--- src/rtl/xmodem_crc_receiver_top_assert.svh ---
// Assertion macros shared by the receiver modules.
`ifndef XMODEM_CRC_RECEIVER_TOP_ASSERT_SVH
`define XMODEM_CRC_RECEIVER_TOP_ASSERT_SVH
`ifndef SYNTH
// Same-cycle implication, checked outside reset.
`define XCR_ASSERT_IMPLY(label, clk, rst, ante, cons) \
  label: assert property (@(posedge clk) disable iff (rst) (ante) |-> (cons)) \
    else $error("implication check failed");
// Next-cycle implication, checked outside reset.
`define XCR_ASSERT_NEXT(label, clk, rst, ante, cons) \
  label: assert property (@(posedge clk) disable iff (rst) (ante) |=> (cons)) \
    else $error("next-cycle check failed");
`else
`define XCR_ASSERT_IMPLY(label, clk, rst, ante, cons)
`define XCR_ASSERT_NEXT(label, clk, rst, ante, cons)
`endif
`endif

--- src/rtl/xcr_pkg.sv ---
// Shared constants and types of the XMODEM-CRC receiver.
package xcr_pkg;

  // Buffer geometry
  localparam int BUF_BYTES = 1024;
  localparam int BUF_AW    = $clog2(BUF_BYTES);
  localparam int SHORT_LEN = 128;

  // Register reset values
  localparam logic [23:0] TIMEOUT_RST = 24'd250000;
  localparam logic [7:0]  RETRIES_RST = 8'd200;

  // Input kinds
  localparam logic [2:0] KIND_BYTE  = 3'd0;
  localparam logic [2:0] KIND_TICK  = 3'd1;
  localparam logic [2:0] KIND_START = 3'd2;
  localparam logic [2:0] KIND_READ  = 3'd3;
  localparam logic [2:0] KIND_ABORT = 3'd4;

  // Line control characters
  localparam logic [7:0] CH_SOH = 8'h01;
  localparam logic [7:0] CH_STX = 8'h02;
  localparam logic [7:0] CH_EOT = 8'h04;
  localparam logic [7:0] CH_ACK = 8'h06;
  localparam logic [7:0] CH_BS  = 8'h08;
  localparam logic [7:0] CH_CAN = 8'h18;
  localparam logic [7:0] CH_SUB = 8'h1A;
  localparam logic [7:0] CH_C   = 8'h43;

  // Event codes
  localparam logic [3:0] EV_NONE     = 4'd0;
  localparam logic [3:0] EV_OK       = 4'd1;
  localparam logic [3:0] EV_DUP      = 4'd2;
  localparam logic [3:0] EV_TIMEOUT  = 4'd3;
  localparam logic [3:0] EV_FRAMING  = 4'd4;
  localparam logic [3:0] EV_CRC      = 4'd5;
  localparam logic [3:0] EV_SEQUENCE = 4'd6;
  localparam logic [3:0] EV_EOF      = 4'd7;
  localparam logic [3:0] EV_CANCEL   = 4'd8;
  localparam logic [3:0] EV_GAVE_UP  = 4'd9;

  // Results of one item: a first result, an optional second one, or the
  // fixed abort burst of four CAN and four BS.
  typedef struct packed {
    logic [3:0]  count;
    logic        abort;
    logic        txv0;
    logic [7:0]  tx0;
    logic        dv0;
    logic [3:0]  ev0;
    logic [10:0] len0;
    logic        txv1;
    logic [7:0]  tx1;
    logic [3:0]  ev1;
  } res_t;

  // Buffer access of one item
  typedef struct packed {
    logic              we;
    logic [BUF_AW-1:0] waddr;
    logic [7:0]        wdata;
    logic              re;
    logic [BUF_AW-1:0] raddr;
  } mem_req_t;

endpackage

--- src/rtl/xcr_regs.sv ---
// APB configuration registers: character timeout and retry limit.
module xcr_regs (
  input  logic        clk,
  input  logic        rst,
  input  logic        psel,
  input  logic        penable,
  input  logic        pwrite,
  input  logic [2:0]  paddr,
  input  logic [31:0] pwdata,
  output logic [31:0] prdata,
  output logic        pready,
  output logic [23:0] char_timeout,
  output logic [7:0]  max_retries
);

  logic wr;

  assign pready = 1'b1;
  assign wr     = psel & penable & pwrite;

  // Register writes, decoded on the word address bit
  always_ff @(posedge clk) begin
    if (rst) begin
      char_timeout <= xcr_pkg::TIMEOUT_RST;
      max_retries  <= xcr_pkg::RETRIES_RST;
    end else if (wr) begin
      if (paddr[2]) begin
        max_retries <= pwdata[7:0];
      end else begin
        char_timeout <= pwdata[23:0];
      end
    end
  end

  // Read-back
  always_comb begin
    if (paddr[2]) begin
      prdata = {24'd0, max_retries};
    end else begin
      prdata = {8'd0, char_timeout};
    end
  end

endmodule

--- config.mk ---
export PLATFORM = sky130hd
export DESIGN_NAME = xcr_regs
export DESIGN_NICKNAME = d
export VERILOG_FILES = /design/src/rtl/xmodem_crc_receiver_top_assert.svh /design/src/rtl/xcr_pkg.sv /design/src/rtl/xcr_regs.sv
export SDC_FILE = /design/constraint.sdc
export NUM_CORES = 1
export LEC_CHECK = 0
export BUFFER_PORTS_ARGS = -buffer_cell sky130_fd_sc_hd__buf_2
export CELL_PAD_IN_SITES_DETAIL_PLACEMENT = 1
export CELL_PAD_IN_SITES_GLOBAL_PLACEMENT = 2
export CORE_MARGIN = 3
export CORE_UTILIZATION = 23
export DETAILED_ROUTE_END_ITERATION = 7
export HOLD_SLACK_MARGIN = 0.08
export PLACE_DENSITY_LB_ADDON = 0.1
export REMOVE_ABC_BUFFERS = 1
export SLEW_MARGIN = 5
export SYNTH_ARGS = -nofsm -noshare
export SYNTH_HDL_FRONTEND = slang
export SYNTH_SLANG_ARGS = --single-unit
export TNS_END_PERCENT = 30
--- constraint.sdc ---
create_clock -name clk -period 1.5 [get_ports clk]
set_input_delay 0.375 -clock clk [delete_from_list [all_inputs] [get_ports clk]]
set_output_delay 0.375 -clock clk [all_outputs]
set_load 0.05 [all_outputs]
[Yosys cells after proc, flatten, opt, wreduce, memory -nomap -nowiden]
Index checks and enable logic that the tools add are counted.
Word-level totals
  flip-flop bits (word level): 32
  input bits: 40
  output and inout port bits: 65
Cells by class
  multiplexer cells: 1
  bitwise logic cells: 3
  reductions and logical operators: 2
Operators with widths (number)
  24-bit 2-to-1 mux: 1
  2-bit AND reduction: 2
  1-bit bitwise AND: 2
  1-bit inverter: 1

[Logic depth before layout (Yosys ltp)]
  depth in word-level cells: 3
  mapped depth: 5
  gate-level depth less buffers: 2

[Least setup slack after synthesis]
No wires, ideal clock.
  kind: flip-flop to output port
  start point: register char_timeout[10]
  end point: output prdata[10]
  data arrival time: 1410 ps
  setup slack: -285 ps
  cell stages (with the launch flop): 2
  path buffers: 0
  path through: dfxtp_1 > nor2b_1
On the way
  cells in the longest elaborated chain, start to end: 1
Ends and longest elaborated chain
  from (decl): line xcr_regs.sv:12  | output logic [23:0] char_timeout,
  from (signal assigned): line xcr_regs.sv:24  | char_timeout <= xcr_pkg::TIMEOUT_RST;
  from (signal assigned): line xcr_regs.sv:30  | char_timeout <= pwdata[23:0];
  24-bit 2-to-1 mux: line xcr_regs.sv:37  | if (paddr[2]) begin
  to (decl): line xcr_regs.sv:10  | output logic [31:0] prdata,
Every way passes these cells.

[Final worst setup path]
  start point: input paddr[2]
  end point: output prdata[0]
On the way
  cells in the longest elaborated chain, start to end: 1
Ends and longest elaborated chain
  from (decl): line xcr_regs.sv:8  | input logic [2:0] paddr,
  24-bit 2-to-1 mux: line xcr_regs.sv:37
Every way passes these cells.

==> impl_metrics.py <==
metrics = {
    "worst_setup_path": {
        "cp_max_fo": 6,
        "worstPathCellList": "buf_6 -> buf_12 -> mux2_2 -> buf_6",
        "critical_path_class": "in -> out",
        "cp.required_ns": 1.12,
        "slowest_delay_ns": 0.34,
        "cp_common_cell": "buf_6",
        "worstPathArrival_ns": 1.11,
        "start_kind": "input port",
        "crit_path_top_delay_cell": "mux2_2",
        "endpoint_kind": "output pin",
        "path_buf_inv": 3,
        "path_delay_family": "buffers and inverters",
    },
    "die": {
        "core_area_um2": 6910,
        "die_area_um2": 8280,
        "die_x_um": 91.0,
        "die_y_um": 91.0,
        "initial_core_util": 0.241,
        "rows": 30,
        "io_pins": 105,
    },
    "hold_path": {
        "hp-class": "in -> reg",
    },
    "timing": {
        "rsz0062_at_grt": "true",
        "min_period_ns": 1.49,
        "min_period_over_period": 0.992,
        "hold_ws_ns": 0.353,
        "timing.setup.tns_ns": 0,
        "drv_slew": 0,
        "fmax_mhz": 672,
        "skew_ns": 0,
        "setup_viol": 0,
        "hold_viol_final": 0,
    },
    "detailed_routing": {
        "drtIter0Drc": 14,
        "drcViolationCount": 0,
        "antenna_left": 0,
        "vias": 1454,
        "drt_first_pass_iters": 4,
        "avgRoutedWirePerCell_um": 12.5,
        "drt_wl_total_mm": 4.51,
        "vias_per_cell": 4.04,
    },
    "clocking": {
        "cts_tree": "built",
        "clock_latency_ns": 0.28,
        "hold_buffers": 0,
        "clockBufferDepth": 2,
        "cts_inserted_buffers": 5,
        "htree_levels": 2,
        "clkTransAtPathRegs_ns": 0.06,
        "cts_root_buf": "clkbuf_8",
        "clock-sinks": 32,
    },
    "global_route": {
        "grt_use_total": 0.111,
        "grt-ovfl-total": 0,
        "grt_pass1_vias": 1457,
        "grt_antenna_before_repair": 0,
        "grt_max_degree": 60,
        "grt_pass1_wl_mm": 7.41,
    },
    "placement": {
        "gp_congestion": 0.638,
        "port_buffers": 85,
        "hpwl_mm": 3.09,
    },
    "finish": {
        "fin_nets": 303,
        "fillCellCount": 844,
        "diodes": 0,
        "area_growth_pct": 49.8,
        "drive_gt1_frac": 0.436,
    },
    "power": {
        "p_per_area_nw_per_um2": 818,
        "vdd_ir_drop_max_mv": 0.268,
        "p_leak_nw": 1.13,
    },
    "run": {
        "maxCapViolations": 0,
    },
    "synth": {
        "avgSynthCellArea_um2": 9.55,
        "syn_inst": 174,
        "seq_area_frac_synth": 0.386,
        "synth_seq_cells": 32,
        "yosys_warnings": 0,
        "ys_types": 15,
        "syn-cell-area_um2": 1660,
    },
    "outcome": {
        "status": "complete, no violations",
    },
}
[cells by family (layout without fill, tap and decap cells)]
kind of cell	count (synthesis)	count (layout)	synth area share
other	2	9	0.00452
AND/OR/NAND/NOR	78	78	0.269
flip-flops	32	32	0.386
multiplexers	40	40	0.247
buffers and inverters	22	105	0.0941
[worst register-to-register path: stages (launching register included)]
cell and delay [ns]:
dfxtp_1 0.32, nor2_1 0.11, mux2i_1 0.07
[cell usage after synthesis]
master    instances  area, um2
and4_1            1       8.76
and4b_1           1       10.0
buf_2             2       10.0
buf_4             9       67.6
buf_6             2       22.5
buf_8             2       30.0
clkbuf_1          7       26.3
conb_1            2       7.51
dfxtp_1          32        641
mux2_2            8       90.1
mux2i_1          32        320
nand2b_1         40        250
nand4_1           1       6.26
nor2_1           19       71.3
nor2b_1          16        100
[power by group]
| group | switching [mW] | total, mW | internal, mW |
|---|---|---|---|
| sequential | 0.0133 | 0.882 | 0.869 |
| clock | 0.305 | 0.679 | 0.374 |
| combinational | 0.297 | 0.474 | 0.178 |
[metrics by stage]
step	util	power [mW]	cell area (um2)	instances	worst slack, ns
after global placement	0.319	1.33	2200	348	-0.102
after global routing	0.360	2.15	2490	360	-0.0112
final	0.360	2.04	2490	360	0.0113
after CTS	0.352	2.06	2430	359	-0.0184
after detailed placement	0.319	1.33	2200	348	-0.0933
after floorplan	-	1.17	1530	159	-0.285
[what timing repair did]
action,in CTS,in global routing
setup buffers,2,0
endpoints found under the setup margin,10,16
gates resized for setup,31,10
cloned,1,1
pin swaps,0,0
[path summary, 6_finish.rpt]
path                          from               end  slack [ns]  cells after the start
setup / recovery          paddr[2]         prdata[0]        0.01                      4
hold / removal          pwdata[10]  char_timeout[10]        0.35                      3
setup reg to reg    max_retries[3]    max_retries[3]        0.88                      2
hold reg to reg   char_timeout[19]  char_timeout[19]        0.49                      2
[per-layer routing]
layer | vias to the layer above | global-route usage | part of all wire
met2 | 59 | 0.169 | 0.44
met3 | 6 | 0.0373 | 0.072
met4 | 0 | 0.0377 | 0.013
met1 | 670 | 0.145 | 0.47
li1 | 719 | - | -
met5 | - | 0 | 0
[layout by cell type, fill, tap and decap left out]
cell	instances
buf_6	9
mux2_2	5
nor2_1	19
clkbuf_4	1
nor2b_2	3
and4_1	1
buf_2	65
clkbuf_8	6
mux2i_1	32
mux2_4	3
bufbuf_16	1
and4b_2	1
buf_8	3
clkbuf_1	2
nand2b_1	40
buf_12	5
buf_4	12
nand4_1	1
clkbuf_16	1
dfxtp_1	32
nor2b_1	13
conb_1	9
[state kept, by name, indices dropped and copies added (netlist names)]
register and cells:
max_retries 8, char_timeout 24
[area by class of cell]
type / count / area (um2) / share of cell area
multi-input combinational: 127 / 911 / 0.366
timing repair buffer: 97 / 727 / 0.292
clock buffer: 8 / 90.1 / 0.0362
sequential: 32 / 641 / 0.257
tap: 96 / 120 / 0.0483
Note: power is estimated with default switching activity, not from simulation.
