[config.mk]
export PLATFORM = sky130hd
export DESIGN_NAME = xcr_out
export DESIGN_NICKNAME = d
export VERILOG_FILES = /design/src/rtl/xcr_pkg.sv /design/src/rtl/xcr_out.sv
export VERILOG_INCLUDE_DIRS = /design/src /design/src/rtl
export SDC_FILE = /design/constraint.sdc
export NUM_CORES = 1
export LEC_CHECK = 0
export BUFFER_PORTS_ARGS = -buffer_cell sky130_fd_sc_hd__clkbuf_2
export CAP_MARGIN = 20
export CELL_PAD_IN_SITES_DETAIL_PLACEMENT = 0
export CELL_PAD_IN_SITES_GLOBAL_PLACEMENT = 1
export CORE_AREA = 3 3 61 105
export CTS_CLUSTER_DIAMETER = 30
export DETAILED_ROUTE_END_ITERATION = 7
export DIE_AREA = 0 0 64 108
export HOLD_SLACK_MARGIN = 0.15
export PLACE_DENSITY_LB_ADDON = 0.1
export REMOVE_ABC_BUFFERS = 1
export SETUP_SLACK_MARGIN = 0.02
export SLEW_MARGIN = 25
export SYNTH_ARGS = -nofsm -noshare
export SYNTH_HDL_FRONTEND = slang
export SYNTH_SLANG_ARGS = --single-unit
[constraint.sdc]
create_clock -name clk -period 3.58 [get_ports clk]
set_input_delay 0.179 -clock clk [delete_from_list [all_inputs] [get_ports clk]]
set_output_delay 0.179 -clock clk [all_outputs]
set_load 0.01 [all_outputs]
[src/rtl/xmodem_crc_receiver_top_assert.svh]
// Assertion macros shared by the receiver modules.
`ifndef XMODEM_CRC_RECEIVER_TOP_ASSERT_SVH
`define XMODEM_CRC_RECEIVER_TOP_ASSERT_SVH
`ifndef SYNTH
// Same-cycle implication, checked outside reset.
`define XCR_ASSERT_IMPLY(label, clk, rst, ante, cons) \
  label: assert property (@(posedge clk) disable iff (rst) (ante) |-> (cons)) \
    else $error("implication check failed");
// Next-cycle implication, checked outside reset.
`define XCR_ASSERT_NEXT(label, clk, rst, ante, cons) \
  label: assert property (@(posedge clk) disable iff (rst) (ante) |=> (cons)) \
    else $error("next-cycle check failed");
`else
`define XCR_ASSERT_IMPLY(label, clk, rst, ante, cons)
`define XCR_ASSERT_NEXT(label, clk, rst, ante, cons)
`endif
`endif

[src/rtl/xcr_pkg.sv]
// Shared constants and types of the XMODEM-CRC receiver.
package xcr_pkg;

  // Buffer geometry
  localparam int BUF_BYTES = 1024;
  localparam int BUF_AW    = $clog2(BUF_BYTES);
  localparam int SHORT_LEN = 128;

  // Register reset values
  localparam logic [23:0] TIMEOUT_RST = 24'd250000;
  localparam logic [7:0]  RETRIES_RST = 8'd200;

  // Input kinds
  localparam logic [2:0] KIND_BYTE  = 3'd0;
  localparam logic [2:0] KIND_TICK  = 3'd1;
  localparam logic [2:0] KIND_START = 3'd2;
  localparam logic [2:0] KIND_READ  = 3'd3;
  localparam logic [2:0] KIND_ABORT = 3'd4;

  // Line control characters
  localparam logic [7:0] CH_SOH = 8'h01;
  localparam logic [7:0] CH_STX = 8'h02;
  localparam logic [7:0] CH_EOT = 8'h04;
  localparam logic [7:0] CH_ACK = 8'h06;
  localparam logic [7:0] CH_BS  = 8'h08;
  localparam logic [7:0] CH_CAN = 8'h18;
  localparam logic [7:0] CH_SUB = 8'h1A;
  localparam logic [7:0] CH_C   = 8'h43;

  // Event codes
  localparam logic [3:0] EV_NONE     = 4'd0;
  localparam logic [3:0] EV_OK       = 4'd1;
  localparam logic [3:0] EV_DUP      = 4'd2;
  localparam logic [3:0] EV_TIMEOUT  = 4'd3;
  localparam logic [3:0] EV_FRAMING  = 4'd4;
  localparam logic [3:0] EV_CRC      = 4'd5;
  localparam logic [3:0] EV_SEQUENCE = 4'd6;
  localparam logic [3:0] EV_EOF      = 4'd7;
  localparam logic [3:0] EV_CANCEL   = 4'd8;
  localparam logic [3:0] EV_GAVE_UP  = 4'd9;

  // Results of one item: a first result, an optional second one, or the
  // fixed abort burst of four CAN and four BS.
  typedef struct packed {
    logic [3:0]  count;
    logic        abort;
    logic        txv0;
    logic [7:0]  tx0;
    logic        dv0;
    logic [3:0]  ev0;
    logic [10:0] len0;
    logic        txv1;
    logic [7:0]  tx1;
    logic [3:0]  ev1;
  } res_t;

  // Buffer access of one item
  typedef struct packed {
    logic              we;
    logic [BUF_AW-1:0] waddr;
    logic [7:0]        wdata;
    logic              re;
    logic [BUF_AW-1:0] raddr;
  } mem_req_t;

endpackage

[src/rtl/xcr_out.sv]
// Result register: holds one item's results and sends them one per cycle while m_tready is high.
module xcr_out (
  input  logic           clk,
  input  logic           rst,
  input  logic           load,
  input  xcr_pkg::res_t  res_in,
  input  logic [7:0]     rdata,
  output logic           free,
  output logic           m_tvalid,
  input  logic           m_tready,
  output logic [39:0]    m_tdata,
  output logic           m_tlast
);

  xcr_pkg::res_t held;
  logic          valid;
  logic [2:0]    idx;
  logic          is_last;
  logic          done;
  logic          txv;
  logic [7:0]    tx;
  logic          dv;
  logic [7:0]    dbyte;
  logic [3:0]    ev;
  logic [10:0]   len;

  assign is_last = ({1'b0, idx} == held.count - 4'd1);
  assign done    = valid & m_tready & is_last;
  assign free    = ~valid | done;

  // Holding register and result index
  always_ff @(posedge clk) begin
    if (rst) begin
      valid <= 1'b0;
      idx   <= '0;
    end else if (load && res_in.count != 4'd0) begin
      valid <= 1'b1;
      idx   <= '0;
    end else if (done) begin
      valid <= 1'b0;
    end else if (valid && m_tready) begin
      idx <= idx + 3'd1;
    end
  end

  always_ff @(posedge clk) begin
    if (load) begin
      held <= res_in;
    end
  end

  // Select the fields of the current result
  always_comb begin
    txv   = 1'b0;
    tx    = '0;
    dv    = 1'b0;
    dbyte = '0;
    ev    = xcr_pkg::EV_NONE;
    len   = '0;
    priority if (held.abort) begin
      txv = 1'b1;
      tx  = idx[2] ? xcr_pkg::CH_BS : xcr_pkg::CH_CAN;
    end else if (idx == 3'd0) begin
      txv   = held.txv0;
      tx    = held.tx0;
      dv    = held.dv0;
      dbyte = held.dv0 ? rdata : 8'd0;
      ev    = held.ev0;
      len   = held.len0;
    end else begin
      txv = held.txv1;
      tx  = held.tx1;
      ev  = held.ev1;
    end
  end

  assign m_tvalid = valid;
  assign m_tlast  = is_last;
  assign m_tdata  = {7'd0, len, ev, dbyte, dv, tx, txv};

`include "xmodem_crc_receiver_top_assert.svh"

  // A held item always has results left to send
  `XCR_ASSERT_IMPLY(a_count_nz, clk, rst, valid, held.count != 4'd0)
  `XCR_ASSERT_IMPLY(a_idx_range, clk, rst, valid, {1'b0, idx} < held.count)
  // Abort bursts are always eight long
  `XCR_ASSERT_IMPLY(a_abort_len, clk, rst, valid && held.abort, held.count == 4'd8)
  // A sent last result with nothing loaded leaves the stage empty
  `XCR_ASSERT_NEXT(a_drain_empty, clk, rst, done && !load, !valid)

endmodule

Yosys cells after proc, flatten, opt, wreduce, memory -nomap -nowiden

Cells that the tools add are included.

Add/sub/neg operators: 2
Equality and inequality tests: 1
Multiplexer cells: 16
Bitwise logic cells: 5
Reduce and logical (&&, ||, !) cells: 7

Operators by type and width:

| operator                                                            | number |
|---|---|
| 8-bit two-way mux                                                   | 5 |
| 11-bit two-way mux                                                  | 2 |
| 4-bit two-way mux                                                   | 2 |
| 1-bit two-way mux                                                   | 6 |
| 5-bit two-way mux                                                   | 1 |
| 3-bit by 4-bit == test with 1-bit output                            | 1 |
| 4-bit nonzero test                                                  | 1 |
| 4-bit by 1-bit subtractor with 4-bit output (second input constant) | 1 |
| 3-bit by 1-bit adder with 3-bit output (second input constant)      | 1 |
| 3-bit zero test                                                     | 1 |
| 1-bit AND                                                           | 2 |
| 1-bit logical AND                                                   | 2 |
| 1-bit inverter                                                      | 2 |
| 2-bit AND reduction                                                 | 1 |
| 2-bit nonzero test                                                  | 1 |
| 2-bit OR reduction                                                  | 1 |
| 1-bit bitwise OR                                                    | 1 |

Bits in registers: 47
Input bits: 55

Longest topological paths before layout

Word-level depth: 5
Gate-level depth with buffers: 7

Worst setup path before layout

No wires, ideal clock.

Kind: register to register
Start: register held[39] (netlist bit)
End: register valid, in the netlist m_tvalid
Library setup time: 0.121 ns
Data arrival time: 1.442 ns
Setup slack: 2.017 ns
Stages on the path, launching flop included: 7
Buffers on the path: 0
Clock period less this slack: 1.563 ns
Cells stage by stage: edfxtp_1 > inv_1 > ha_1 > xor3_1 > nor3_2 > and2_2 > a211oi_2

Longest elaborated chain between the ends: 4

Ends and longest elaborated chain:

| what                                        | line          | text |
|---|---|---|
| start: declaration                          | xcr_out.sv:15 | `xcr_pkg::res_t held;` |
| start signal: assignment                    | xcr_out.sv:48 | `held <= res_in;` |
| 4-bit by 1-bit subtractor with 4-bit output | xcr_out.sv:27 | `assign is_last = ({1'b0, idx} == held.count - 4'd1);` |
| 3-bit by 4-bit == test with 1-bit output    | xcr_out.sv:27 |  |
| named net m_tlast                           | xcr_out.sv:12 | `output logic m_tlast` |
| 1-bit AND                                   | xcr_out.sv:28 | `assign done = valid & m_tready & is_last;` |
| 2-bit nonzero test (no line)                | -             |  |
| end signal: assignment                      | xcr_out.sv:34 | `valid <= 1'b0;` |
| end signal: assignment                      | xcr_out.sv:37 | `valid <= 1'b1;` |
| end signal: assignment                      | xcr_out.sv:40 | `valid <= 1'b0;` |
| end: declaration                            | xcr_out.sv:16 | `logic valid;` |

The timed path passes the listed nets, and every way through them passes these cells.
A chain may end at the register's enable or synchronous reset.

Worst setup path in the final report

Start: register idx[0]
End: output port m_tdata[14]

Longest elaborated chain between the ends: 3

Ends and longest elaborated chain:

| what                     | line          | text |
|---|---|---|
| start: declaration       | xcr_out.sv:17 | `logic [2:0] idx;` |
| start signal: assignment | xcr_out.sv:42 | `idx <= idx + 3'd1;` |
| 3-bit zero test          | xcr_out.sv:63 | `end else if (idx == 3'd0) begin` |
| 8-bit two-way mux        | xcr_out.sv:63 |  |
| 8-bit two-way mux        | xcr_out.sv:60 | `priority if (held.abort) begin` |
| end: declaration         | xcr_out.sv:11 | `output logic [39:0] m_tdata,` |

Every way passes these cells.

==> impl_metrics.csv <==
group,metric,value,unit
global_routing,grt_max_degree,26,
route,antenna_left,0,
timing,slew_violations,0,
worst_setup_path,critical_path_arrival,2.02,ns
cts,cts_sinks,47,
synthesis,syn_area,2030,sq um
route,drc,0,
final_layout,final_nets,351,
global_routing,overflow,0,
timing,finalSetupViolCount,0,
cts,cts_buffer_depth,2,
final_layout,drive_gt1_frac,0.344,
timing,max_freq,0.456,GHz
floorplanning,die_x,64,um
pwr,peakVddDrop,0.210,mV
placement,placed_area,2520,sq um
timing,finalSetupTns,0,ns
status,status,"complete, no violations",
timing,timing.final.crit_period,2.19,ns
pwr,clock_power_share,0.257,
pwr,p_switching,0.266,mW
global_routing,antenna_found_initial,0,
worst_setup_path,start_kind,"flop",
final_layout,fin_util,0.540,
cts,clk_pin_slew_worst_paths,0.08,ns
pwr,p_int,0.884,mW
route,vias,1630,
route,drt-pass1-iter-count,4,
route,wl_met1,1720,um
cts,cts_tree,"built",
global_routing,grt_pass1_vias,1720,
worst_setup_path,crit_fanout,14,
synthesis,synth-edff-count,43,
worst_setup_path,cp.required,3.40,ns
pwr,swShare,0.231,
pwr,powerDensity,378,nW/um^2
job,drv_cap,0,
floorplanning,ioPinCount,98,
placement,dp_hpwl,3470,um
floorplanning,start_util,0.361,
synthesis,yosys_register_bits,47,
final_layout,diodes,0,
cts,cts_setup_buffers,0,
cts,htree_levels,2,
route,wirelength,4920,um
floorplanning,coreArea,5630,sq um
floorplanning,dieArea,6910,sq um
timing,fin_skew,0.00331,ns
timing,fin_crit_sh,0.613,
placement,io_buffer_count,90,
timing,relSlewSlack,0.563,
cts,cts_buffers,5,
global_routing,grt_usage,0.151,
pwr,power.leakage,1.38,nW
synthesis,yosysUniqueCellTypes,29,
synthesis,synth_flop_cell,"edfxtp_1",
final_layout,design_area,3040,sq um
route,vias_per_cell,4.41,
placement,dp.cells,318,
synthesis,yosysWarnings,0,
synthesis,syn_inst,159,
worst_setup_path,cp-end-kind,"primary output",
route,wl_per_cell,13.3,um
route,top_layer,"met4",
final_layout,syn2layout_area_growth,49.7,%
route,dr_wl_met3,316,um
worst_hold_path,hold_class,"input pin to flop",
cts,insertion_delay,0.29,ns
timing,rsz0062_at_grt,"no",
global_routing,grt_pass1_wl,7930,um
pwr,seqPwrFrac,0.575,
cts,cts_root_buf,"clkbuf_8",
timing,tightestPinTransition,0.655,ns
synthesis,yosysSeqAreaShare,0.675,
placement,gp_congestion,0.685,
route,drt-initial-drc-count,34,
floorplanning,rows,36,
floorplanning,die_h,108,um
synthesis,syn_area_per_cell,12.8,sq um
pwr,comb_power_share,0.168,
final_layout,n_fill_cell,510,
timing,hold-worst-slack,0.279,ns
timing,hold_viol,0,
final_layout,fin_cells,370,
synthesis,async_reset_ff_frac,0,
route,dr_wl_met2,2820,um
worst_setup_path,crit_type,"flop to primary output",
[state kept, by name, summed over array words and instances, names as in the netlist]
| name | flops |
|---|---|
| m_tvalid | 1 |
| held | 43 |
| idx | 3 |
[placed cells by master (no fill, tap or decap), types with 2 or more instances in the layout]
master         Yosys  routed
clkbuf_2           0      90
dlygate4sd3_1      0      44
edfxtp_1          43      43
nand2_1           31      31
and3_1            19      19
a21oi_1           12      12
conb_1             1       7
inv_1              5       5
clkbuf_8           0       5
dfxtp_1            4       4
nor2_1             3       3
xnor2_1            3       3
mux2i_1            3       3
ha_1               3       3
clkbuf_1           5       3
nand3b_1           2       2
nand3_1            2       2
[final timing paths]
path	cells past startpoint	end	from	slack, ns
worst min-delay path	3	m_tvalid$_SDFFE_PP0P_	m_tready	0.28
worst min register to register	2	idx[0]$_SDFFE_PP0P_	idx[0]$_SDFFE_PP0P_	0.51
worst max-delay path	6	m_tdata[14]	idx[0]$_SDFFE_PP0P_	1.39
worst max register to register	6	m_tvalid$_SDFFE_PP0P_	held[39]$_DFFE_PP_	1.94
[power by group through the flow]
stage / clock network [mW] / registers, mW / logic [mW]
detailed placement: 0 / 0.675 / 0.157
finish: 0.295 / 0.661 / 0.193
floorplan: 0 / 0.669 / 0.0742
global placement: 0 / 0.674 / 0.156
CTS: 0.306 / 0.662 / 0.196
global route: 0.328 / 0.667 / 0.216
[area by class of cell]
type                            instances  area [sq um]  area share
Inverter                                5          18.8     0.00617
Timing Repair Buffer                  135           898       0.295
Clock buffer                            8          80.1      0.0263
Multi-Input combinational cell         99           578       0.190
Tap cell                               76          95.1      0.0313
Sequential cell                        47          1370       0.451
[per-stage QoR]
step / total power, mW / worst slack, ns
floorplan: 0.743 / 2.02
global placement: 0.830 / 1.74
detailed placement: 0.832 / 1.66
global route: 1.21 / 1.15
CTS: 1.16 / 1.35
finish: 1.15 / 1.39
[synth_stat cells (3+ instances only)]
library cell	instances	area, sq um
edfxtp_1	43	1290
nand2_1	31	116
and3_1	19	119
a21oi_1	12	60.1
buf_4	9	67.6
clkbuf_1	5	18.8
inv_1	5	18.8
dfxtp_1	4	80.1
ha_1	3	37.5
mux2i_1	3	30.0
nor2_1	3	11.3
xnor2_1	3	26.3
[logic make-up after synthesis]
logic type	synth area share
fa+ha+maj	0.0185
other cells	0.00185
xor+xnor	0.0246
simple gates	0.161
compound gates	0.0523
buf+inv	0.0517
flops	0.675
mux	0.0148
[critical path, cell delays in order, from the launching register on]
cell	delay (ns)
dfxtp_1	0.35
inv_1	0.08
ha_1	0.18
nand2b_1	0.32
nor2_1	0.45
and3_1	0.22
clkbuf_2	0.13
[per-layer routing]
layer  up-vias  global-route usage
met5         -                   0
li1        813                   -
met4         0              0.0510
met2        67               0.306
met1       745               0.147
met3         5              0.0270
[timing repair]
item | CTS | global route
hold endpoints to repair | 44 | 0
gates resized for setup | 0 | 0
hold buffers | 44 | 0
(Power assumes the default switching activity.)
